`src/hw/rtl/ghr_pkg.sv`:
```
// Package for the generational handle registry.
// Holds sizes, function and state codes, and the slot record type.
// No dependencies.
`default_nettype none
package ghr_pkg;
  localparam int SLOTS    = 64;
  localparam int IDX_W    = 6;
  localparam int GEN_W    = 16;
  localparam int KEY_W    = 64;
  localparam int KIND_W   = 8;
  localparam int CNT_W    = 7;
  localparam int HDL_W    = GEN_W + IDX_W;
  localparam int FUNC_W   = 3;

  typedef enum logic [FUNC_W-1:0] {
    F_ADD = 3'd0,
    F_RMH = 3'd1,
    F_RMK = 3'd2,
    F_LKH = 3'd3,
    F_HOK = 3'd4,
    F_CNT = 3'd5
  } func_e;

  typedef enum logic [1:0] {
    S_IDLE  = 2'd0,
    S_SCAN  = 2'd1,
    S_WRITE = 2'd2,
    S_DONE  = 2'd3
  } state_e;

  typedef struct packed {
    logic [KIND_W-1:0] kind;
    logic [KEY_W-1:0]  key;
    logic [GEN_W-1:0]  gen;
  } slot_t;

  // Controls for the slot ring: shift strobe and data fed into the tail
  typedef struct packed {
    logic  shift;
    slot_t data;
  } ring_ctl_t;
endpackage
`default_nettype wire

```
`src/hw/rtl/ghr_cell.sv`:
```
// One slot of the registry ring: holds kind, key and generation.
// Loads its neighbor's record on each shift. Depends on ghr_pkg.
`default_nettype none
module ghr_cell import ghr_pkg::*; (
  input  wire logic  clk_i,
  input  wire logic  rst_ni,
  input  wire logic  shift_i,
  input  wire slot_t slot_i,
  output slot_t      slot_o
);
  slot_t slot_q;

  // Advance the record one place along the ring
  always_ff @(posedge clk_i or negedge rst_ni) begin
    if (!rst_ni) begin
      slot_q <= '0;
    end else if (shift_i) begin
      slot_q <= slot_i;
    end
  end

  assign slot_o = slot_q;
endmodule
`default_nettype wire

```
`config.mk`:
```
export PLATFORM = sky130hd
export DESIGN_NAME = ghr_cell
export DESIGN_NICKNAME = d
export VERILOG_FILES = /design/src/hw/rtl/ghr_pkg.sv /design/src/hw/rtl/ghr_cell.sv
export SDC_FILE = /design/constraint.sdc
export NUM_CORES = 1
export LEC_CHECK = 0
export BUFFER_PORTS_ARGS = -buffer_cell sky130_fd_sc_hd__buf_2
export CORE_MARGIN = 4
export CORE_UTILIZATION = 44
export DETAILED_ROUTE_END_ITERATION = 8
export PLACE_DENSITY = 0.82
export SLEW_MARGIN = 15
export SYNTH_ARGS = -nofsm -noshare
export SYNTH_HDL_FRONTEND = slang
export SYNTH_SLANG_ARGS = --single-unit
export TNS_END_PERCENT = 100
```
`constraint.sdc`:
```
create_clock -name clk_i -period 0.9 [get_ports clk_i]
set_clock_uncertainty 0.15 [all_clocks]
set_input_delay 0.045 -clock clk_i [delete_from_list [all_inputs] [get_ports clk_i]]
set_output_delay 0.045 -clock clk_i [all_outputs]
set_load 0.02 [all_outputs]
```
==> results by group, run 1 <==
Global route
  – First-pass GRT wire length: 17.6 mm
  – Total grt overflow: 0
  – Vias in the first global route: 3407
  – GRT Overall Usage: 26.2%
  – Largest net degree at the start of global routing: 39
  – Initial antenna violation count: 1

Setup path
  – Startpoint class of the critical path: flip-flop
  – Critical path type: flip-flop to primary output
  – Data arrival time of the critical path: 1.01 ns
  – Crit end category: primary output
  – Crit path required time: 0.70 ns
  – CP max FO: 2

Power and ir drop
  – LEAKAGE: 3.21 nW
  – Comb power frac: 27.3%
  – Power Density: 1750 nW/um^2
  – Int Pwr: 8.78 mW
  – Tot Pwr: 11.9 mW
  – VDD IR max: 1.31 mV
  – Switching pwr: 3.09 mW
  – Sequential Power Share: 40.2%
  – Clock share of power: 32.4%
  – Switch share: 26.1%

Synthesis
  – Adder-Cell Fraction of Synth Area: 0%
  – Mux cell area share after synthesis: 31.9%
  – Syn Std Cell Area: 3340 um^2
  – Main combinational cell family by area after synthesis: multiplexers
  – Simple logic cell fraction of the synthesized area: 0%
  – Warning count from the yosys run: 0
  – Sequential share of the synthesized area: 65.9%
  – Distinct cell type count of the synthesized netlist: 5
  – Yosys reg bits: 88
  – Xor/xnor share of the synthesized area: 0%
  – Compound-Gate Fraction of Synth Area: 0%
  – Syn Area/Cell: 18.0 um^2
  – Syn_nets: 277
  – Mapped Cells: 186

Placement
  – Pre-CTS setup slack: -0.179 ns
  – Port Buf Inserts: 178
  – DP Area: 4580 um^2
  – DPL Wire Length: 5.94 mm
  – RD Place Congestion: 0.732

Run status
  – Status: finished with violations
  – Failing checks: hold timing, setup timing

Detailed routing
  – Final routed DRC violation total: 0
  – DR WL/cell: 21.4 um
  – Vias post-DR: 2980
  – Routed Antenna Nets: 0
  – First-pass iteration count of the detailed router: 4
  – Post-Route WL: 13.1 mm
  – DR vias/cell: 4.88
  – Iter 0 DRT Violations: 119

Flow run
  – Max-cap violations: 0

Timing
  – Final setup viols: 176
  – RSZ-0062 raised after global routing: yes
  – Final Slew Violations: 0
  – Final period utilization: 134%
  – Fmax: 827 MHz
  – Slew headroom: 80.0%
  – Hold Violations, Final: 14
  – Worst-Margin Slew: 0.301 ns
  – Fin Hold WS: -0.0943 ns
  – Setup TNS: -25.81 ns
  – Crit path time final: 1.21 ns
  – Setup ws final: -0.310 ns

Clock tree
  – Clock sinks: 88
  – CTS buffer count: 9
  – Clock root cell: clkbuf_8
  – Hold_buf cts: 89
  – Reg clk slew, reported paths: 0.10 ns
  – Clock Latency Late Sink: 0.33 ns
  – CTS tree: yes
  – H-tree levels: 3
  – Max Buffers Root-to-Sink: 2

Die
  – Vert. Die Dim: 95.2 um
  – Top Ports: 179
  – Die span in x: 95.2 um
  – Cell row count: 31
  – Die area: 9060 um^2
  – Core area: 7330 um^2
  – Starting Density: 45.6%

Cells and area
  – Area growth syn-to-layout: 103%
  – Final instance area: 6770 um^2
  – Nets: 595
  – Share of cells above drive strength 1: 78.6%
  – Largest register FFs: 88

Worst hold path
  – Min-delay worst type: primary input to flip-flop
routing by layer:
| layer | global-route usage [%] | up-vias | part of all wire [%] |
|---|---|---|---|
| li1 | - | 1287 | - |
| met1 | 28.1 | 1495 | 33 |
| met2 | 48.3 | 152 | 56 |
| met3 | 6.63 | 46 | 6.5 |
| met4 | 11.1 | 0 | 4.3 |
| met5 | 0 | - | 0 |
power groups by stage:
stage / Sequential (mW) / Clock, mW / Combinational [mW]
2_1_floorplan: 5.18 / 0 / 0.560
4_1_cts: 4.70 / 3.87 / 2.89
3_3_place_gp: 4.65 / 0 / 1.91
5_1_grt: 4.82 / 4.07 / 3.39
6_report: 4.78 / 3.85 / 3.25
3_5_place_dp: 4.68 / 0 / 1.96
synthesized netlist by cell type:
| cell type | instances | area [um^2] |
|---|---|---|
| dfrtp_1 | 88 | 2200 |
| buf_2 | 6 | 30.0 |
| mux2_4 | 20 | 300 |
| mux2_2 | 68 | 766 |
| buf_6 | 4 | 45.0 |
through the flow:
stage	utilization (%)	std cells
global route	92.3	609
global placement	62.5	474
floorplan	-	186
detailed placement	62.5	474
CTS	88.5	590
finish	92.4	611
final cells by class:
cell class | count | area, um^2
Timing Repair Buffer | 317 | 2900
Sequential cell | 88 | 2290
Multi-Input combinational cell | 88 | 1160
Fill cell | 215 | 561
Clock inverter | 7 | 166
Clock buffer | 9 | 124
Tap cell | 99 | 124
Antenna cell | 3 | 7.51
cell usage in the layout (no fill, tap or decap):
master,instances
clkbuf_8,9
buf_4,12
mux2_2,42
bufinv_16,5
diode_2,3
dfrtp_2,68
clkinvlp_4,1
mux2_4,46
dfrtp_1,20
inv_6,1
buf_2,88
dlygate4sd3_1,89
buf_12,4
buf_6,124
logic make-up after synthesis:
| group | after synthesis |
|---|---|
| flops | 88 |
| buf+inv | 10 |
| mux | 88 |
worst max-delay path, cell delays in order (launching register included):
cell and delay [ns]:
dfrtp_2 0.44, buf_6 0.12, buf_6 0.12
worst paths after layout:
check	from	to	slack, ns	cells past startpoint
setup / recovery	slot_o[39]	slot_o[39]	-0.31	2
hold / removal	shift_i	slot_o[15]	-0.09	2
setup reg to reg	slot_o[6]	slot_o[6]	-0.22	2
hold reg to reg	slot_o[40]	slot_o[40]	0.39	1
max in group asynchronous	rst_ni	slot_o[20]	0.15	3
min in group asynchronous	rst_ni	slot_o[12]	-0.03	2
what timing repair did:
action | CTS | global route
endpoints found under the setup margin | 176 | 176
cloned | 0 | 0
endpoints found under the hold margin | 176 | 10
gates resized for setup | 200 | 38
buffers inserted | 11 | 18
No activity file was read; power rests on OpenSTA's default activity.
==> run 2: changes to the inputs <==
PLACE_DENSITY = 0.78   (was 0.82)
==> results by group, run 2 (synthesis gave the netlist of run 1 again) <==
Timing
  – Setup ws final: -0.303 ns (+0.00728 ns)
  – Worst-Margin Slew: 0.288 ns (-0.0127 ns)
  – Final period utilization: 134% (-0.81 points)
  – Slew headroom: 80.8% (+0.85 points)
  – RSZ-0062 raised after global routing: yes
  – Crit path time final: 1.20 ns (-0.00728 ns)
  – Fin Hold WS: -0.0150 ns (+0.0794 ns)
  – Final Slew Violations: 0 (unchanged)
  – Setup TNS: -25.37 ns (+0.444 ns)
  – Final setup viols: 176 (unchanged)
  – Hold Violations, Final: 8 (-6)
  – Fmax: 832 MHz (+0.61%)

Cells and area
  – Post-Layout Cell Count: 610 (-0.16%)
  – Final Util: 91.0% (-1.4 points)
  – # diodes: 0 (-3)
  – Share of cells above drive strength 1: 78.1% (-0.50 points)
  – Most frequent cells in the layout: buf_6 (126), dlygate4sd3_1 (89), buf_2 (88)
  – Final instance area: 6670 um^2 (-1.5%)
  – Nets: 597 (+0.34%)
  – Largest register FFs: 88 (unchanged)
  – Area growth syn-to-layout: 99.5%
  – Commonest non-fill, non-tap cell in the layout: buf_6

Setup path
  – Crit end category: primary output
  – CP max FO: 2 (unchanged)
  – Most common cell on crit path: buf_6
  – Crit-path slowest cell: dfrtp_2
  – Critical path type: flip-flop to primary output
  – CP max stage delay: 0.43 ns (about the same)
  – Worst r2r src: slot_o[5]
  – Crit path required time: 0.70 ns (about the same)
  – CP Cell Sequence: buf_6 > buf_6
  – Setup crit start: slot_o[60]
  – Worst path bufs/invs: 2 (unchanged)
  – Startpoint class of the critical path: flip-flop
  – Data arrival time of the critical path: 1.01 ns (about the same)
  – Top Family by Delay on Critical Path: flip-flops

Power and ir drop
  – Clock share of power: 25.2% (-7.2 points)
  – Switching pwr: 2.99 mW (-3.4%)
  – LEAKAGE: 3.14 nW (-2.3%)
  – Tot Pwr: 10.7 mW (-9.9%)
  – Sequential Power Share: 44.5% (+4.3 points)
  – Power Density: 1610 nW/um^2 (-8.5%)
  – VDD IR max: 1.08 mV (-18%)
  – Comb power frac: 30.2% (+2.9 points)
  – Int Pwr: 7.72 mW (-12%)
  – Switch share: 27.9% (+1.9 points)

Detailed routing
  – First-pass iteration count of the detailed router: 4 (unchanged)
  – Routed Antenna Nets: 0 (unchanged)
  – Iter 0 DRT Violations: 65 (-45%)
  – DR vias/cell: 4.84 (-0.71%)
  – Final routed DRC violation total: 0 (unchanged)
  – Post-Route WL: 12.9 mm (-1.2%)
  – DR WL/cell: 21.2 um (-1.1%)
  – Vias post-DR: 2954 (-0.87%)

Global route
  – Met3 Resource Use GR: 6.63% (unchanged)
  – GR peak layer: met2
  – Initial antenna violation count: 0 (-1)
  – GRT Overall Usage: 26.7% (+0.58 points)
  – Total grt overflow: 0 (unchanged)
  – Vias in the first global route: 3373 (-1.0%)
  – M2 GR Usage: 51.1% (+2.8 points)
  – Largest net degree at the start of global routing: 27 (-31%)
  – First-pass GRT wire length: 17.8 mm (+1.1%)
  – GRT met1 Usage: 27.0% (-1.1 points)

Clock tree
  – Clock sinks: 88 (unchanged)
  – Clock Latency Late Sink: 0.33 ns (about the same)
  – H-tree levels: 3 (unchanged)
  – Hold_buf cts: 89 (unchanged)
  – Max Buffers Root-to-Sink: 2 (unchanged)
  – CTS tree: yes
  – Reg clk slew, reported paths: 0.09 ns (about the same)
  – Clock root cell: clkbuf_8
  – CTS buffer count: 9 (unchanged)

Run status
  – Status: finished with violations
  – Failing checks: hold timing, setup timing

Die
  – Cell row count: 31 (unchanged)
  – Top Ports: 179 (unchanged)
  – Vert. Die Dim: 95.2 um (unchanged)
  – Starting Density: 45.6% (unchanged)
  – Die span in x: 95.2 um (unchanged)
  – Core area: 7330 um^2 (unchanged)
  – Die area: 9060 um^2 (unchanged)

Placement
  – RD Place Congestion: 0.697 (-4.9%)
  – DP Area: 4670 um^2 (+1.9%)
  – Pre-CTS setup slack: -0.162 ns (+0.0174 ns)
  – DPL Wire Length: 6.05 mm (+1.9%)
  – Post-Place Cells: 482 (+1.7%)
  – Port Buf Inserts: 178 (unchanged)

Flow run
  – Max-cap violations: 0 (unchanged)

Worst hold path
  – Min-delay worst type: primary input to asynchronous set/reset pin
## run 2: cell count changes in the layout (fill, tap and decap cells not counted), moves of 2 or more
cell | previous run | this run
buf_6 | 124 | 126
buf_12 | 4 | 6
clkbuf_1 | 0 | 3
diode_2 | 3 | 0
mux2_4 | 46 | 35
buf_4 | 12 | 10
mux2_2 | 42 | 53
bufinv_16 | 5 | 1
## run 2: worst register-to-register path, stage by stage (launching register included)
cell	delay, ns
dfrtp_1	0.44
buf_6	0.14
mux2_4	0.27
## run 2: final timing paths
| kind | slack [ns] | depth (start not counted) | endpoint |
|---|---|---|---|
| min | -0.01 | 2 | slot_o[3] |
| max reg2reg | -0.21 | 2 | slot_o[5] |
| min in group clk_i | 0.07 | 3 | slot_o[30] |
| max | -0.30 | 2 | slot_o[60] |
| min reg2reg | 0.38 | 1 | slot_o[30] |
| max in group asynchronous | 0.16 | 3 | slot_o[44] |
## run 2: power groups by stage
| stage | Sequential [mW] | Clock [mW] | Combinational [mW] |
|---|---|---|---|
| 4_1_cts | 4.70 | 2.72 | 2.96 |
| 3_5_place_dp | 4.68 | 0 | 2.02 |
| 5_1_grt | 4.81 | 2.93 | 3.38 |
| 3_3_place_gp | 4.65 | 0 | 1.97 |
| 6_report | 4.77 | 2.70 | 3.24 |
| 2_1_floorplan | 5.18 | 0 | 0.560 |
## run 2: final cells by class
class / instances / area (um^2)
Clock inverter: 3 / 42.5
Sequential cell: 88 / 2290
Timing Repair Buffer: 319 / 2950
Fill cell: 255 / 661
Multi-Input combinational cell: 88 / 1120
Tap cell: 99 / 124
Clock buffer: 13 / 149
## run 2: metal layers
metal | routed length [um] | vias up
met1 | 4350 | 1474
met3 | 880 | 45
met5 | 0 | -
li1 | - | 1288
met2 | 7220 | 147
met4 | 482 | 0
## run 2: timing repair
action	CTS	global route
setup buffers	12	11
endpoints found under the setup margin	176	176
gates resized for setup	202	27
hold endpoints to repair	176	4
