$ cat src/hw/rtl/ghr_pkg.sv
// Package for the generational handle registry.
// Holds sizes, function and state codes, and the slot record type.
// No dependencies.
`default_nettype none
package ghr_pkg;
  localparam int SLOTS    = 64;
  localparam int IDX_W    = 6;
  localparam int GEN_W    = 16;
  localparam int KEY_W    = 64;
  localparam int KIND_W   = 8;
  localparam int CNT_W    = 7;
  localparam int HDL_W    = GEN_W + IDX_W;
  localparam int FUNC_W   = 3;

  typedef enum logic [FUNC_W-1:0] {
    F_ADD = 3'd0,
    F_RMH = 3'd1,
    F_RMK = 3'd2,
    F_LKH = 3'd3,
    F_HOK = 3'd4,
    F_CNT = 3'd5
  } func_e;

  typedef enum logic [1:0] {
    S_IDLE  = 2'd0,
    S_SCAN  = 2'd1,
    S_WRITE = 2'd2,
    S_DONE  = 2'd3
  } state_e;

  typedef struct packed {
    logic [KIND_W-1:0] kind;
    logic [KEY_W-1:0]  key;
    logic [GEN_W-1:0]  gen;
  } slot_t;

  // Controls for the slot ring: shift strobe and data fed into the tail
  typedef struct packed {
    logic  shift;
    slot_t data;
  } ring_ctl_t;
endpackage
`default_nettype wire

$ cat src/hw/rtl/ghr_req_if.sv
// Request channel interface of the generational handle registry.
// Depends on ghr_pkg.
`default_nettype none
interface ghr_req_if import ghr_pkg::*; ();
  logic              valid;
  logic              ready;
  logic [FUNC_W-1:0] func;
  logic [KEY_W-1:0]  device_key;
  logic [KIND_W-1:0] device_kind;
  logic [HDL_W-1:0]  handle_in;

  modport source (output valid, func, device_key, device_kind, handle_in, input ready);
  modport sink   (input valid, func, device_key, device_kind, handle_in, output ready);
endinterface
`default_nettype wire

$ cat src/hw/rtl/ghr_rsp_if.sv
// Response channel interface of the generational handle registry.
// Depends on ghr_pkg.
`default_nettype none
interface ghr_rsp_if import ghr_pkg::*; ();
  logic              valid;
  logic              ready;
  logic              status;
  logic [HDL_W-1:0]  handle_out;
  logic [KIND_W-1:0] kind_out;
  logic [KEY_W-1:0]  key_out;
  logic [CNT_W-1:0]  type_count;
  logic [CNT_W-1:0]  total_count;

  modport source (output valid, status, handle_out, kind_out, key_out, type_count,
                  total_count, input ready);
  modport sink   (input valid, status, handle_out, kind_out, key_out, type_count,
                  total_count, output ready);
endinterface
`default_nettype wire

$ cat src/hw/rtl/ghr_ctrl.sv
// Sequencer of the registry: examines the record at the ring head on each
// shift and rewrites it. Depends on ghr_pkg, ghr_req_if, ghr_rsp_if.
`default_nettype none
module ghr_ctrl import ghr_pkg::*; (
  input  wire logic         clk_i,
  input  wire logic         rst_ni,
  ghr_req_if.sink           req_i,
  ghr_rsp_if.source         rsp_o,
  input  wire logic         cfg_we_i,
  input  wire logic [CNT_W-1:0] cfg_wdata_i,
  input  wire slot_t        head_i,
  output ring_ctl_t         ring_o
);
  state_e state_q, state_d;
  logic [IDX_W-1:0]  idx_q, idx_d, free_idx_q, free_idx_d;
  logic [FUNC_W-1:0] func_q, func_d;
  logic [KEY_W-1:0]  key_q, key_d, kout_key_q, kout_key_d;
  logic [KIND_W-1:0] kind_q, kind_d, kout_kind_q, kout_kind_d;
  logic [HDL_W-1:0]  hdl_q, hdl_d, hout_q, hout_d;
  logic              found_q, found_d, free_found_q, free_found_d, add_ok_q, add_ok_d;
  logic [CNT_W-1:0]  cnt_q, cnt_d, total_q, total_d, siu_q;
  logic              ov_q, ov_d, st_q, st_d;
  logic [HDL_W-1:0]  oh_q, oh_d;
  logic [KIND_W-1:0] ok_q, ok_d;
  logic [KEY_W-1:0]  okey_q, okey_d;
  logic [CNT_W-1:0]  oc_q, oc_d, ot_q, ot_d;

  logic [CNT_W-1:0]  cap;
  logic              in_cap, last, match, live, key_ok, out_free;
  logic [GEN_W-1:0]  gen_inc;

  localparam logic [IDX_W-1:0] LastIdx = IDX_W'(SLOTS - 1);

  assign cap      = (siu_q > CNT_W'(SLOTS)) ? CNT_W'(SLOTS) : siu_q;
  assign in_cap   = {1'b0, idx_q} < siu_q;
  assign last     = (idx_q == LastIdx);
  assign key_ok   = (total_q != '0) && (key_q != '0);
  assign match    = in_cap && !found_q && (head_i.key == key_q);
  assign live     = in_cap && (total_q != '0) && (idx_q == hdl_q[IDX_W-1:0])
                    && (head_i.kind != '0) && (head_i.key != '0)
                    && (head_i.gen == hdl_q[HDL_W-1:IDX_W]);
  assign gen_inc  = head_i.gen + GEN_W'(1);
  assign out_free = !ov_q || rsp_o.ready;

  // Hold the slot count register
  always_ff @(posedge clk_i or negedge rst_ni) begin
    if (!rst_ni) begin
      siu_q <= CNT_W'(SLOTS);
    end else if (cfg_we_i) begin
      siu_q <= cfg_wdata_i;
    end
  end

  // Process the head record and collect the result
  always_comb begin
    idx_d = idx_q; free_idx_d = free_idx_q; func_d = func_q; key_d = key_q;
    kind_d = kind_q; hdl_d = hdl_q; hout_d = hout_q; found_d = found_q;
    free_found_d = free_found_q; add_ok_d = add_ok_q; cnt_d = cnt_q;
    total_d = total_q; kout_key_d = kout_key_q; kout_kind_d = kout_kind_q;
    ov_d = ov_q && !rsp_o.ready; st_d = st_q; oh_d = oh_q; ok_d = ok_q;
    okey_d = okey_q; oc_d = oc_q; ot_d = ot_q;
    ring_o.data  = head_i;
    ring_o.shift = (state_q == S_SCAN) || (state_q == S_WRITE);
    case (state_q)
      S_IDLE: begin
        if (req_i.valid) begin
          func_d = req_i.func; key_d = req_i.device_key; kind_d = req_i.device_kind;
          hdl_d = req_i.handle_in; idx_d = '0; free_idx_d = '0; hout_d = '0;
          found_d = 1'b0; free_found_d = 1'b0; add_ok_d = 1'b0; cnt_d = '0;
          kout_key_d = '0; kout_kind_d = '0;
        end
      end
      S_SCAN: begin
        idx_d = idx_q + IDX_W'(1);
        if (in_cap && !free_found_q && head_i.key == '0) begin
          free_found_d = 1'b1;
          free_idx_d   = idx_q;
        end
        case (func_q)
          F_ADD: if (match) found_d = 1'b1;
          F_RMK: begin
            if (match && key_ok) begin
              found_d = 1'b1;
              ring_o.data.kind = '0;
              ring_o.data.key  = '0;
              total_d = total_q - CNT_W'(1);
            end
          end
          F_HOK: begin
            if (match && key_ok) begin
              found_d = 1'b1;
              hout_d  = {head_i.gen, idx_q};
            end
          end
          F_RMH: begin
            if (live) begin
              found_d = 1'b1;
              ring_o.data.kind = '0;
              ring_o.data.key  = '0;
              total_d = total_q - CNT_W'(1);
            end
          end
          F_LKH: begin
            if (live) begin
              found_d     = 1'b1;
              kout_kind_d = head_i.kind;
              kout_key_d  = head_i.key;
            end
          end
          F_CNT: begin
            if (in_cap && kind_q != '0 && head_i.kind == kind_q && head_i.key != '0) begin
              cnt_d = cnt_q + CNT_W'(1);
            end
          end
          default: ;
        endcase
        add_ok_d = (total_q < cap) && (kind_q != '0) && (key_q != '0)
                   && !found_d && free_found_d;
      end
      S_WRITE: begin
        idx_d = idx_q + IDX_W'(1);
        if (idx_q == free_idx_q) begin
          ring_o.data.kind = kind_q;
          ring_o.data.key  = key_q;
          ring_o.data.gen  = gen_inc;
          hout_d  = {gen_inc, idx_q};
          total_d = total_q + CNT_W'(1);
        end
      end
      S_DONE: begin
        if (out_free) begin
          ov_d = 1'b1; oh_d = hout_q; ok_d = kout_kind_q; okey_d = kout_key_q;
          oc_d = cnt_q; ot_d = total_q;
          case (func_q)
            F_ADD:                      st_d = !add_ok_q;
            F_RMH, F_RMK, F_LKH, F_HOK: st_d = !found_q;
            F_CNT:                      st_d = 1'b0;
            default:                    st_d = 1'b1;
          endcase
        end
      end
      default: ;
    endcase
  end

  // Next state
  always_comb begin
    state_d = state_q;
    case (state_q)
      S_IDLE:  if (req_i.valid) state_d = S_SCAN;
      S_SCAN:  begin
        if (last) state_d = (func_q == F_ADD && add_ok_d) ? S_WRITE : S_DONE;
      end
      S_WRITE: if (last) state_d = S_DONE;
      S_DONE:  if (out_free) state_d = S_IDLE;
      default: state_d = S_IDLE;
    endcase
  end

  // Handshake and response fields
  always_comb begin
    req_i.ready  = (state_q == S_IDLE);
    rsp_o.valid  = ov_q;
    rsp_o.status = st_q;
    rsp_o.handle_out  = oh_q;
    rsp_o.kind_out    = ok_q;
    rsp_o.key_out     = okey_q;
    rsp_o.type_count  = oc_q;
    rsp_o.total_count = ot_q;
  end

  always_ff @(posedge clk_i or negedge rst_ni) begin
    if (!rst_ni) begin
      state_q <= S_IDLE;
      idx_q   <= '0;
      total_q <= '0;
      ov_q    <= 1'b0;
    end else begin
      state_q <= state_d;
      idx_q   <= idx_d;
      total_q <= total_d;
      ov_q    <= ov_d;
    end
  end

  always_ff @(posedge clk_i) begin
    free_idx_q <= free_idx_d; func_q <= func_d; key_q <= key_d; kind_q <= kind_d;
    hdl_q <= hdl_d; hout_q <= hout_d; found_q <= found_d; free_found_q <= free_found_d;
    add_ok_q <= add_ok_d; cnt_q <= cnt_d; kout_key_q <= kout_key_d;
    kout_kind_q <= kout_kind_d; st_q <= st_d; oh_q <= oh_d; ok_q <= ok_d;
    okey_q <= okey_d; oc_q <= oc_d; ot_q <= ot_d;
  end

`ifndef SYNTH
  a_total_max: assert property (@(posedge clk_i) disable iff (!rst_ni)
    total_q <= CNT_W'(SLOTS)) else $error("occupancy above slot count");
  a_idx_step: assert property (@(posedge clk_i) disable iff (!rst_ni)
    (state_q == S_SCAN || state_q == S_WRITE) |=> idx_q == $past(idx_q) + IDX_W'(1))
    else $error("ring index did not advance");
  a_idle_total: assert property (@(posedge clk_i) disable iff (!rst_ni)
    (state_q == S_IDLE || state_q == S_DONE) |=> total_q == $past(total_q))
    else $error("occupancy changed outside a pass");
  a_write_ok: assert property (@(posedge clk_i) disable iff (!rst_ni)
    (state_q == S_WRITE) |-> (func_q == F_ADD && add_ok_q && free_found_q))
    else $error("write pass without a valid add");
`endif
endmodule
`default_nettype wire
$ cat src/flat_wrapper.sv
// flat-port wrapper written by rule: the top's interface ports become plain ports
module ghr_ctrl_flat import ghr_pkg::*;
  (clk_i, rst_ni, cfg_we_i, cfg_wdata_i, head_i, ring_o, req_i_valid, req_i_func, req_i_device_key, req_i_device_kind, req_i_handle_in, req_i_ready, rsp_o_valid, rsp_o_status, rsp_o_handle_out, rsp_o_kind_out, rsp_o_key_out, rsp_o_type_count, rsp_o_total_count, rsp_o_ready);
  ghr_req_if req_i_i ();
  ghr_rsp_if rsp_o_i ();
  input  wire logic clk_i;
  input  wire logic rst_ni;
  input  wire logic cfg_we_i;
  input  wire logic [CNT_W-1:0] cfg_wdata_i;
  input  wire slot_t head_i;
  output ring_ctl_t ring_o;
  input wire logic [$bits(req_i_i.valid)-1:0] req_i_valid;
  input wire logic [$bits(req_i_i.func)-1:0] req_i_func;
  input wire logic [$bits(req_i_i.device_key)-1:0] req_i_device_key;
  input wire logic [$bits(req_i_i.device_kind)-1:0] req_i_device_kind;
  input wire logic [$bits(req_i_i.handle_in)-1:0] req_i_handle_in;
  output wire logic [$bits(req_i_i.ready)-1:0] req_i_ready;
  output wire logic [$bits(rsp_o_i.valid)-1:0] rsp_o_valid;
  output wire logic [$bits(rsp_o_i.status)-1:0] rsp_o_status;
  output wire logic [$bits(rsp_o_i.handle_out)-1:0] rsp_o_handle_out;
  output wire logic [$bits(rsp_o_i.kind_out)-1:0] rsp_o_kind_out;
  output wire logic [$bits(rsp_o_i.key_out)-1:0] rsp_o_key_out;
  output wire logic [$bits(rsp_o_i.type_count)-1:0] rsp_o_type_count;
  output wire logic [$bits(rsp_o_i.total_count)-1:0] rsp_o_total_count;
  input wire logic [$bits(rsp_o_i.ready)-1:0] rsp_o_ready;
  assign req_i_i.valid = req_i_valid;
  assign req_i_i.func = req_i_func;
  assign req_i_i.device_key = req_i_device_key;
  assign req_i_i.device_kind = req_i_device_kind;
  assign req_i_i.handle_in = req_i_handle_in;
  assign req_i_ready = req_i_i.ready;
  assign rsp_o_valid = rsp_o_i.valid;
  assign rsp_o_status = rsp_o_i.status;
  assign rsp_o_handle_out = rsp_o_i.handle_out;
  assign rsp_o_kind_out = rsp_o_i.kind_out;
  assign rsp_o_key_out = rsp_o_i.key_out;
  assign rsp_o_type_count = rsp_o_i.type_count;
  assign rsp_o_total_count = rsp_o_i.total_count;
  assign rsp_o_i.ready = rsp_o_ready;
  ghr_ctrl u_core (.clk_i(clk_i), .rst_ni(rst_ni), .req_i(req_i_i), .rsp_o(rsp_o_i), .cfg_we_i(cfg_we_i), .cfg_wdata_i(cfg_wdata_i), .head_i(head_i), .ring_o(ring_o));
endmodule
$ cat config.mk
export PLATFORM = sky130hd
export DESIGN_NAME = ghr_ctrl_flat
export DESIGN_NICKNAME = d
export VERILOG_FILES = /design/src/hw/rtl/ghr_pkg.sv /design/src/hw/rtl/ghr_req_if.sv /design/src/hw/rtl/ghr_rsp_if.sv /design/src/hw/rtl/ghr_ctrl.sv /design/src/flat_wrapper.sv
export SDC_FILE = /design/constraint.sdc
export NUM_CORES = 1
export LEC_CHECK = 0
export ABC_AREA = 0
export BUFFER_PORTS_ARGS = -buffer_cell sky130_fd_sc_hd__buf_2
export CAP_MARGIN = 25
export CORE_ASPECT_RATIO = 0.75
export CORE_MARGIN = 2
export CORE_UTILIZATION = 45
export DETAILED_ROUTE_END_ITERATION = 6
export PLACE_DENSITY = 0.68
export RECOVER_POWER = 25
export SYNTH_ARGS = -nofsm -noshare
export SYNTH_HDL_FRONTEND = slang
export SYNTH_SLANG_ARGS = --single-unit
$ cat constraint.sdc
create_clock -name clk_i -period 9.03 [get_ports clk_i]
set_input_delay 0.903 -clock clk_i [delete_from_list [all_inputs] [get_ports clk_i]]
set_output_delay 0.903 -clock clk_i [all_outputs]
set_load 0.01 [all_outputs]
==> metrics.cfg, run 1 <==
[status]
status = finished clean

[clocking]
cts_sinks = 339
clk_latency_ns = 0.53
cts_max_path_buffers = 3
root_buffer = clkbuf_16
cts_resized = 0
cts.reportedPaths.clkPinSlew_ns = 0.06
htreeDepth = 2
tritoncts = done
cts_hold_buf = 0
cts_setup_buffers = 0
cts_buffers = 35

[finish]
finalNetCount = 1668
final_cells = 1917
drive_above_1_share = 0.3209
syn_to_final_growth_pct = 23.32
fill_cells = 2697

[placed_design]
place_inst = 1852
dpl.hpwl_um = 34960
numPortBuffers = 396
preCtsSetupSlack_ns = 3.955
place_congestion = 0.9745

[sta]
finalSetupViolCount = 0
fin_skew_ns = 0.01355
slew_viol_final = 0
rsz0062_at_grt = no
layout_min_cycle_time_ns = 5.537
min_period_over_period = 0.6132
max_slew_margin = 0.07626
fmax_mhz = 180.6
setup-tns-final_ns = 0
tightest_slew_ns = 1.386
layout_setup_ws_ns = 3.493
hold_viol_final = 0

[synth]
synth_area_um2 = 14900
synthDistinctLibCells = 57
synth_top_cell_area_share = 0.6350
synthArstFlopShare = 0.06785
synth.avg_cell_area_um2 = 14.11
synth.area.top_cells = edfxtp_1 (63%), a22o_1 (4.2%), xnor2_1 (4.2%), and2_1 (4.2%), dfrtp_1 (3.7%)
synth_top_area_cell = edfxtp_1
yosysSeqAreaShare = 0.6750
ys.flop_type = edfxtp_1
syn_nets = 1277
synth_edf_count = 315
synthCells = 1056
ys_seq_elements = 339
ys_warn_count = 0

[worst_hold_path]
hold_class = reg2reg

[critical_path]
worstSetupEndpointType = output pin
crit_fanout = 72
critPathRequiredTime_ns = 8.13
worstPathArrival_ns = 4.63
critPathLaunchType = flop
crit_type = reg2out

[drt]
drtAntennaViolNets = 0
dr.pass1.iters = 5
drc = 0
num_vias = 10705
wirelength_um = 46470
vias_per_cell = 5.584
drt_first_iter_violations = 1154
wl_per_cell_um = 24.24

[die]
rows = 57
fp.dieH_um = 161.6
die_w_um = 214.1
initial_core_util = 0.4581
pin_count = 397
fp.dieArea_um2 = 34590
coreArea_um2 = 32520

[pwr]
p_leak_nw = 7.233
powerDensity_nw_per_um2 = 335.3
peakVddDrop_uv = 179.2

[grt]
grt_max_degree = 99
grt_pass1_wl_um = 66430
grt.total_usage = 0.2643
grt_overflow = 0
grt_pass1_vias = 10101
antenna_found_initial = 7

[flow_run]
cap_violations = 0

==> through the flow <==
step | hold slack, ns | cell area (µm²) | total power, mW | util
2_1_floorplan | 0.4003 | 14900 | 4.035 | -
3_3_place_gp | 0.4004 | 17270 | 4.747 | 0.5311
4_1_cts | 0.3588 | 18370 | 6.193 | 0.5648
3_5_place_dp | 0.4045 | 17270 | 4.789 | 0.5311
6_report | 0.4168 | 18370 | 6.160 | 0.5649
5_1_grt | 0.4202 | 18360 | 6.487 | 0.5647
==> routing by layer <==
metal	vias to the layer above	track usage	wire (µm)
met5	-	0	13
met4	2	0.09912	1496
met3	119	0.09755	5619
met2	636	0.3681	19670
met1	5167	0.3771	19670
li1	4781	-	-
==> cells in the final DEF (no fill, tap or decap), drive strengths merged, types with 10 or more instances in the layout <==
cell type | Yosys | layout
xor2 | 48 | 48
nor3 | 10 | 10
nand3 | 17 | 17
o21ai | 34 | 34
xnor2 | 72 | 72
nor4 | 48 | 48
nand2b | 11 | 11
and2 | 101 | 101
clkinv | 2 | 15
a21oi | 20 | 20
clkbuf | 39 | 46
nand2 | 66 | 66
a22o | 72 | 72
dfrtp | 22 | 22
edfxtp | 315 | 315
inv | 18 | 22
ha | 23 | 23
nor2 | 22 | 22
nand4 | 26 | 26
buf | 11 | 400
==> critical path: stages (launching register included) <==
cell and delay (ns):
dfrtp_1 0.47, inv_1 0.14, ha_1 0.71, clkinv_1 0.92, nor4_2 0.53, and2_2 0.19
buf_4 0.60, a22o_1 0.35, buf_2 0.17
==> registers in the layout (all words and copies together), names as in the netlist, 2 cells and up <==
signal / count
u_core.key_q: 64
u_core.kout_key_q: 64
u_core.rsp_o.key_out: 64
u_core.hdl_q: 22
u_core.hout_q: 22
u_core.rsp_o.handle_out: 22
u_core.kind_q: 8
u_core.kout_kind_q: 8
u_core.rsp_o.kind_out: 8
u_core.cnt_q: 7
u_core.rsp_o.total_count: 7
u_core.rsp_o.type_count: 7
u_core.siu_q: 7
u_core.total_q: 7
u_core.free_idx_q: 6
u_core.idx_q: 6
u_core.func_q: 3
u_core.state_q: 2
==> where the power goes <==
| part | switching, mW | internal (mW) | total [mW] |
|---|---|---|---|
| Combinational | 1.29 | 0.737 | 2.02 |
| Sequential | 0.243 | 2.50 | 2.74 |
| Clock | 0.596 | 0.799 | 1.40 |
==> final timing paths <==
path                                                          from                           endpoint  slack (ns)  depth (start not counted)
worst max register to register       u_core.state_q[0]$_DFFE_PN0P_      u_core.total_q[6]$_DFFE_PN0P_        4.62                         11
min in group asynchronous                                   rst_ni        u_core.siu_q[1]$_DFFE_PN0P_        0.68                          1
worst max-delay path                 u_core.state_q[0]$_DFFE_PN0P_                         ring_o[83]        3.49                          8
max in group asynchronous                                   rst_ni       u_core.rsp_o.valid$_DFF_PN0_        7.53                          1
worst min-delay path            u_core.kout_key_q[0]$_SDFFCE_PN0P_  u_core.rsp_o.key_out[0]$_DFFE_PP_        0.42                          0
worst min register to register  u_core.kout_key_q[0]$_SDFFCE_PN0P_  u_core.rsp_o.key_out[0]$_DFFE_PP_        0.42                          0
==> Yosys cell counts, types with 2 or more instances <==
master	instances
o22ai_1	2
nand3_1	17
buf_6	8
nand2_1	66
and3_1	6
nand3b_1	2
nor3_1	10
nor2b_1	5
xor2_1	48
edfxtp_1	315
a21o_1	8
and2_0	2
o31a_1	2
a21oi_1	19
ha_1	23
a21boi_0	2
mux2_2	8
clkbuf_1	39
clkinv_1	2
a22o_1	72
inv_1	18
o21ai_0	34
buf_2	2
nor2_1	22
or2_2	2
or4_1	8
xnor2_1	72
o21bai_1	2
and4_1	2
nand2b_1	11
o31ai_1	7
a221oi_1	2
o21a_1	2
nand4b_1	2
nor4_1	47
o2111ai_1	2
and2_1	99
dfrtp_1	22
nand4_1	26
==> cell type report <==
cell class / instances / area, µm² / area share
diodes: 4 / 10.01 / 0.0005448
repair buffers: 404 / 2037 / 0.1109
clock buffers: 42 / 933.4 / 0.05081
well taps: 442 / 553.0 / 0.03010
clock inverters: 19 / 160.2 / 0.008718
multi-input cells: 647 / 4547 / 0.2475
inverters: 20 / 75.07 / 0.004086
flip-flops and latches: 339 / 10060 / 0.5474
==> cell families (layout without fill, tap and decap cells) <==
kind of cell	after synthesis	after routing	synth area share
other	0	4	0
buffers and inverters	70	485	0.02209
AND/OR/NAND/NOR	329	329	0.1233
AO/OA/AOI/OAI	165	165	0.08164
flip-flops	339	339	0.6750
multiplexers	9	9	0.006720
adder cells (fa/ha/maj)	24	24	0.02066
XOR/XNOR	120	120	0.07055
No activity file was read; power rests on OpenSTA's default activity.
==> inputs of run 2 (changes only) <==
==> constraint.sdc (replaced) <==
create_clock -name clk_i -period 5.7 [get_ports clk_i]
set_input_delay 0.57 -clock clk_i [delete_from_list [all_inputs] [get_ports clk_i]]
set_output_delay 0.57 -clock clk_i [all_outputs]
set_load 0.01 [all_outputs]
==> run 2 against run 1 <==
  * Global-route usage decreased by 0.29 points
  * Design area increased by 0.35%
  * Core utilization grew 0.20 points
  * Worst hold slack got worse by 0.20 ns
  * Clock skew is 0.0024 ns higher
  * Wire length decreased by 0.81%
  * Highest routed layer is now met4
==> metrics.cfg, run 2 (synthesis results as in run 1) <==
[critical_path]
worstSetupEndpointType = output pin
crit_type = reg2out
worstPathArrival_ns = 4.22
crit_path_start = u_core.idx_q[4]$_DFFE_PN0P_
worstSetupEndpoint = ring_o[21]
critPathRequiredTime_ns = 5.13
r2r_slack_ns = 1.79
crit_fanout = 29
reg2reg_depth = 9
rr_startpoint = u_core.idx_q[4]$_DFFE_PN0P_
regToRegEndpoint = u_core.kout_kind_q[2]$_SDFFCE_PN0P_
critPathLaunchType = flop

[clocking]
cts_setup_buffers = 0
cts_sinks = 339
cts_resized = 0
cts_max_path_buffers = 3
htreeDepth = 2
root_buffer = clkbuf_16
cts.reportedPaths.clkPinSlew_ns = 0.07
cts_hold_buf = 0
clk_latency_ns = 0.53
tritoncts = done
cts_buffers = 36

[sta]
layout_min_cycle_time_ns = 4.789
tightest_slew_ns = 1.402
min_period_over_period = 0.8402
fin_skew_ns = 0.01593
slew_viol_final = 0
max_slew_margin = 0.06516
setup-tns-final_ns = 0
rsz0062_at_grt = no
hold_viol_final = 0
finalSetupViolCount = 0
fmax_mhz = 208.8

[drt]
vias_per_cell = 5.633
drc = 0
wirelength_um = 46090
dr.pass1.iters = 5
drtAntennaViolNets = 0
wl_per_cell_um = 23.92
drt_first_iter_violations = 1279
num_vias = 10854

[pwr]
peakVddDrop_uv = 289.7
powerDensity_nw_per_um2 = 535.1
p_leak_nw = 7.247
total_power_mw = 9.866

[grt]
grt_pass1_vias = 10135
grt.total_usage = 0.2614
grt_max_degree = 63
grt_overflow = 0
grt_pass1_wl_um = 66340
antenna_found_initial = 9

[placed_design]
place_congestion = 1.012
place_area_um2 = 17300
numPortBuffers = 396
dpl.hpwl_um = 34300

[status]
status = finished clean

[worst_hold_path]
hold_class = in2reg

[finish]
final_cell_mix = buf_2 (391), edfxtp_1 (315), and2_1 (97)
drive_above_1_share = 0.3243
syn_to_final_growth_pct = 23.76
finalNetCount = 1672
utilization = 0.5669
fin_area_um2 = 18440
layout_commonest_cell = buf_2

[die]
pin_count = 397
die_w_um = 214.1
coreArea_um2 = 32520
fp.dieArea_um2 = 34590
initial_core_util = 0.4581
fp.dieH_um = 161.6
rows = 57

[flow_run]
cap_violations = 0

-- run 2: cell types whose count changed in the layout (fill, tap and decap cells not counted), sizes merged --
cell      change
buf           +2
clkbuf        +1
clkinv        -1
clkinvlp      +5
diode         +4
inv           -1
-- run 2: power breakdown --
part           internal [mW]  switching (mW)  leakage (nW)
Combinational           1.19            2.09          3.45
Sequential              3.96           0.383          3.26
Clock                   1.29           0.955         0.542
-- run 2: how the worst min path moves through the flow --
stage                                                    from                               endpoint  cells past startpoint
after floorplan                                        rst_ni            u_core.idx_q[0]$_DFFE_PN0P_                      0
after global placement    u_core.kout_key_q[13]$_SDFFCE_PN0P_     u_core.rsp_o.key_out[13]$_DFFE_PP_                      0
after detailed placement          u_core.hout_q[12]$_DFFE_PP_  u_core.rsp_o.handle_out[12]$_DFFE_PP_                      0
after CTS                                              rst_ni          u_core.total_q[0]$_DFFE_PN0P_                      1
after global routing                     req_i_device_key[35]             u_core.key_q[35]$_DFFE_PP_                      1
final                                     req_i_device_key[4]              u_core.key_q[4]$_DFFE_PP_                      1
-- run 2: cell type report --
type,instances,area [µm²]
fillers,2735,14080
well taps,442,553.0
inverters,20,75.07
flip-flops and latches,339,10060
clock inverters,22,182.7
repair buffers,407,2058
diodes,8,20.02
multi-input cells,647,4547
clock buffers,42,944.7
-- run 2: metal layers --
layer / part of all wire / track usage
met4: 0.035 / 0.09754
met2: 0.42 / 0.3619
met5: 0 / 0
met3: 0.11 / 0.07175
met1: 0.43 / 0.3915
-- run 2: critical path, stage by stage (launching register included) --
cell	delay, ns
dfrtp_1	0.55
ha_1	0.38
nand4_1	0.09
o32ai_1	0.75
or4_1	0.31
o31a_1	0.21
a21o_2	0.65
buf_4	0.42
a22o_1	0.19
buf_2	0.13
-- run 2: stage by stage --
step	hold WS (ns)	std cells	worst slack, ns
2_1_floorplan	0.2744	1056	0.8843
3_3_place_gp	0.4006	1855	1.297
3_5_place_dp	0.4045	1855	1.310
4_1_cts	0.02907	1919	0.8466
5_1_grt	0.1809	1925	0.6555
6_report	0.2137	1927	0.9109
==> inputs of run 3 (changes only) <==
==> constraint.sdc (replaced) <==
create_clock -name clk_i -period 4.5 [get_ports clk_i]
set_input_delay 0.45 -clock clk_i [delete_from_list [all_inputs] [get_ports clk_i]]
set_output_delay 0.45 -clock clk_i [all_outputs]
set_load 0.01 [all_outputs]
==> run 3 against run 2 <==
  * Core utilization increased by 0.29 points
  * Final cell count is 0.21% higher
  * Clock-buffer cell count fell by 3
  * Power grew 26%
  * Sequential share of layout area decreased by 0.28 points
  * Non-clock buffer count increased by 12
  * First-iteration DRC count rose by 0.39%
  * Global-route usage increased by 0.67 points
  * Worst hold slack lost 0.11 ns
  * Via count fell by 0.14%
  * Worst setup slack worse by 0.68 ns
==> metrics.cfg, run 3 (synthesis results as in run 1) <==
[pwr]
p_leak_nw = 7.299
peakVddDrop_uv = 419.5
total_power_mw = 12.47
powerDensity_nw_per_um2 = 673.0

[sta]
hold_viol_final = 0
setup-tns-final_ns = 0
layout_min_cycle_time_ns = 4.271
slew_viol_final = 0
whs_ns = 0.1024
max_slew_margin = 0.03501
fmax_mhz = 234.1
min_period_over_period = 0.9492
rsz0062_at_grt = no
tightest_slew_ns = 1.447
finalSetupViolCount = 0
fin_skew_ns = 0.01826

[finish]
syn_to_final_growth_pct = 24.39
layout_commonest_cell = buf_2
fin_area_um2 = 18530
final_cell_mix = buf_2 (386), edfxtp_1 (315), and2_1 (97)
finalNetCount = 1683
drive_above_1_share = 0.3246
fill_cells = 2787

[die]
fp.dieH_um = 161.6
die_w_um = 214.1
coreArea_um2 = 32520
initial_core_util = 0.4581
pin_count = 397
rows = 57
fp.dieArea_um2 = 34590

[clocking]
cts_buffers = 35
root_buffer = clkbuf_16
cts_max_path_buffers = 3
cts_setup_buffers = 0
cts_sinks = 339
tritoncts = done
htreeDepth = 2
cts.reportedPaths.clkPinSlew_ns = 0.06
clk_latency_ns = 0.52

[drt]
wl_per_cell_um = 24.49
num_vias = 10839
drtAntennaViolNets = 0
wirelength_um = 47300
drc = 0
vias_per_cell = 5.613
dr.pass1.iters = 7
drt_first_iter_violations = 1284

[critical_path]
crit_path_start = u_core.key_q[5]$_DFFE_PP_
worstPathArrival_ns = 3.82
worstSetupEndpointType = output pin
worstPathCellList = xor2_1 > nor4_2 > nand4_1 > or4_1 > o31a_1 > a21o_2 > buf_12 > a22o_1 > buf_2
critPathLaunchType = flop
critPathRequiredTime_ns = 4.05
critPathMaxStageDelay_ns = 0.61
crit_type = reg2out
rr_startpoint = u_core.siu_q[4]$_DFFE_PN0P_
cp_slowest_cell = or4_1
crit_fanout = 61

[placed_design]
dpl.hpwl_um = 35310
place_congestion = 0.9887
place_area_um2 = 17400
numPortBuffers = 396

[grt]
antenna_found_initial = 5
grt_overflow = 0
grt.total_usage = 0.2681
grt_max_degree = 76
grt_pass1_wl_um = 67790
grt_pass1_vias = 10145

[worst_hold_path]
hold_class = in2reg
hold_start = req_i_device_key[1]

[status]
status = finished clean

[flow_run]
cap_violations = 0

run 3: cell types whose count changed in the layout (fill, tap and decap cells not counted), sizes merged:
cell / delta
clkinv: +2
inv: -2
diode: -4
dlygate4sd3: +1
clkinvlp: -1
clkbuf: +2
buf: +6
run 3: power by group:
| part | internal (mW) | switching (mW) | total (mW) |
|---|---|---|---|
| Combinational | 1.55 | 2.65 | 4.20 |
| Sequential | 5.01 | 0.468 | 5.48 |
| Clock | 1.61 | 1.18 | 2.79 |
| Total | 8.17 | 4.30 | 12.5 |
run 3: final timing paths:
path	slack (ns)	to	cells past startpoint
worst max-delay path	0.23	ring_o[67]	9
worst min-delay path	0.10	u_core.key_q[1]$_DFFE_PP_	1
worst max register to register	1.06	u_core.cnt_q[3]$_SDFFCE_PN0P_	9
worst min register to register	0.41	u_core.rsp_o.key_out[32]$_DFFE_PP_	0
max in group asynchronous	2.84	u_core.total_q[4]$_DFFE_PN0P_	2
min in group asynchronous	0.81	u_core.total_q[3]$_DFFE_PN0P_	2
run 3: critical path, delay by kind of cell, from the launching register on:
kind / cells / cell delay, ns
flops: 1 / 0.54
xor+xnor: 1 / 0.22
simple gates: 3 / 1.21
buf+inv: 2 / 0.37
compound gates: 3 / 0.93
run 3: repair_timing:
| item | 4_1_cts | 5_1_grt |
|---|---|---|
| setup endpoints to repair | 0 | 61 |
| hold endpoints to repair | 22 | 0 |
| resized for setup | 0 | 1 |
| hold buffers | 1 | 0 |
run 3: area by class of cell:
type	count	area [µm²]	area share
Clock buffer	39	933.4	0.05037
Tap cell	442	553.0	0.02984
Timing Repair Buffer	419	2190	0.1182
Sequential cell	339	10060	0.5427
Clock inverter	21	160.2	0.008643
Antenna cell	4	10.01	0.0005402
Inverter	20	75.07	0.004051
Multi-Input combinational cell	647	4553	0.2457
run 3: routing by layer:
layer,GRT usage,vias to the layer above,wire [µm]
li1,-,4806,-
met1,0.4076,5300,21260
met2,0.3754,644,19960
met3,0.06497,89,4664
met4,0.08996,0,1413
met5,0,-,0
run 3: stage by stage:
| step | setup WS [ns] | util | std cells |
|---|---|---|---|
| 3_5_place_dp | 0.6235 | 0.5349 | 1865 |
| 3_3_place_gp | 0.6655 | 0.5349 | 1865 |
| 4_1_cts | 0.1513 | 0.5688 | 1926 |
| 5_1_grt | 0.1237 | 0.5697 | 1930 |
| 6_report | 0.2287 | 0.5698 | 1931 |
| 2_1_floorplan | 0.4001 | - | 1056 |
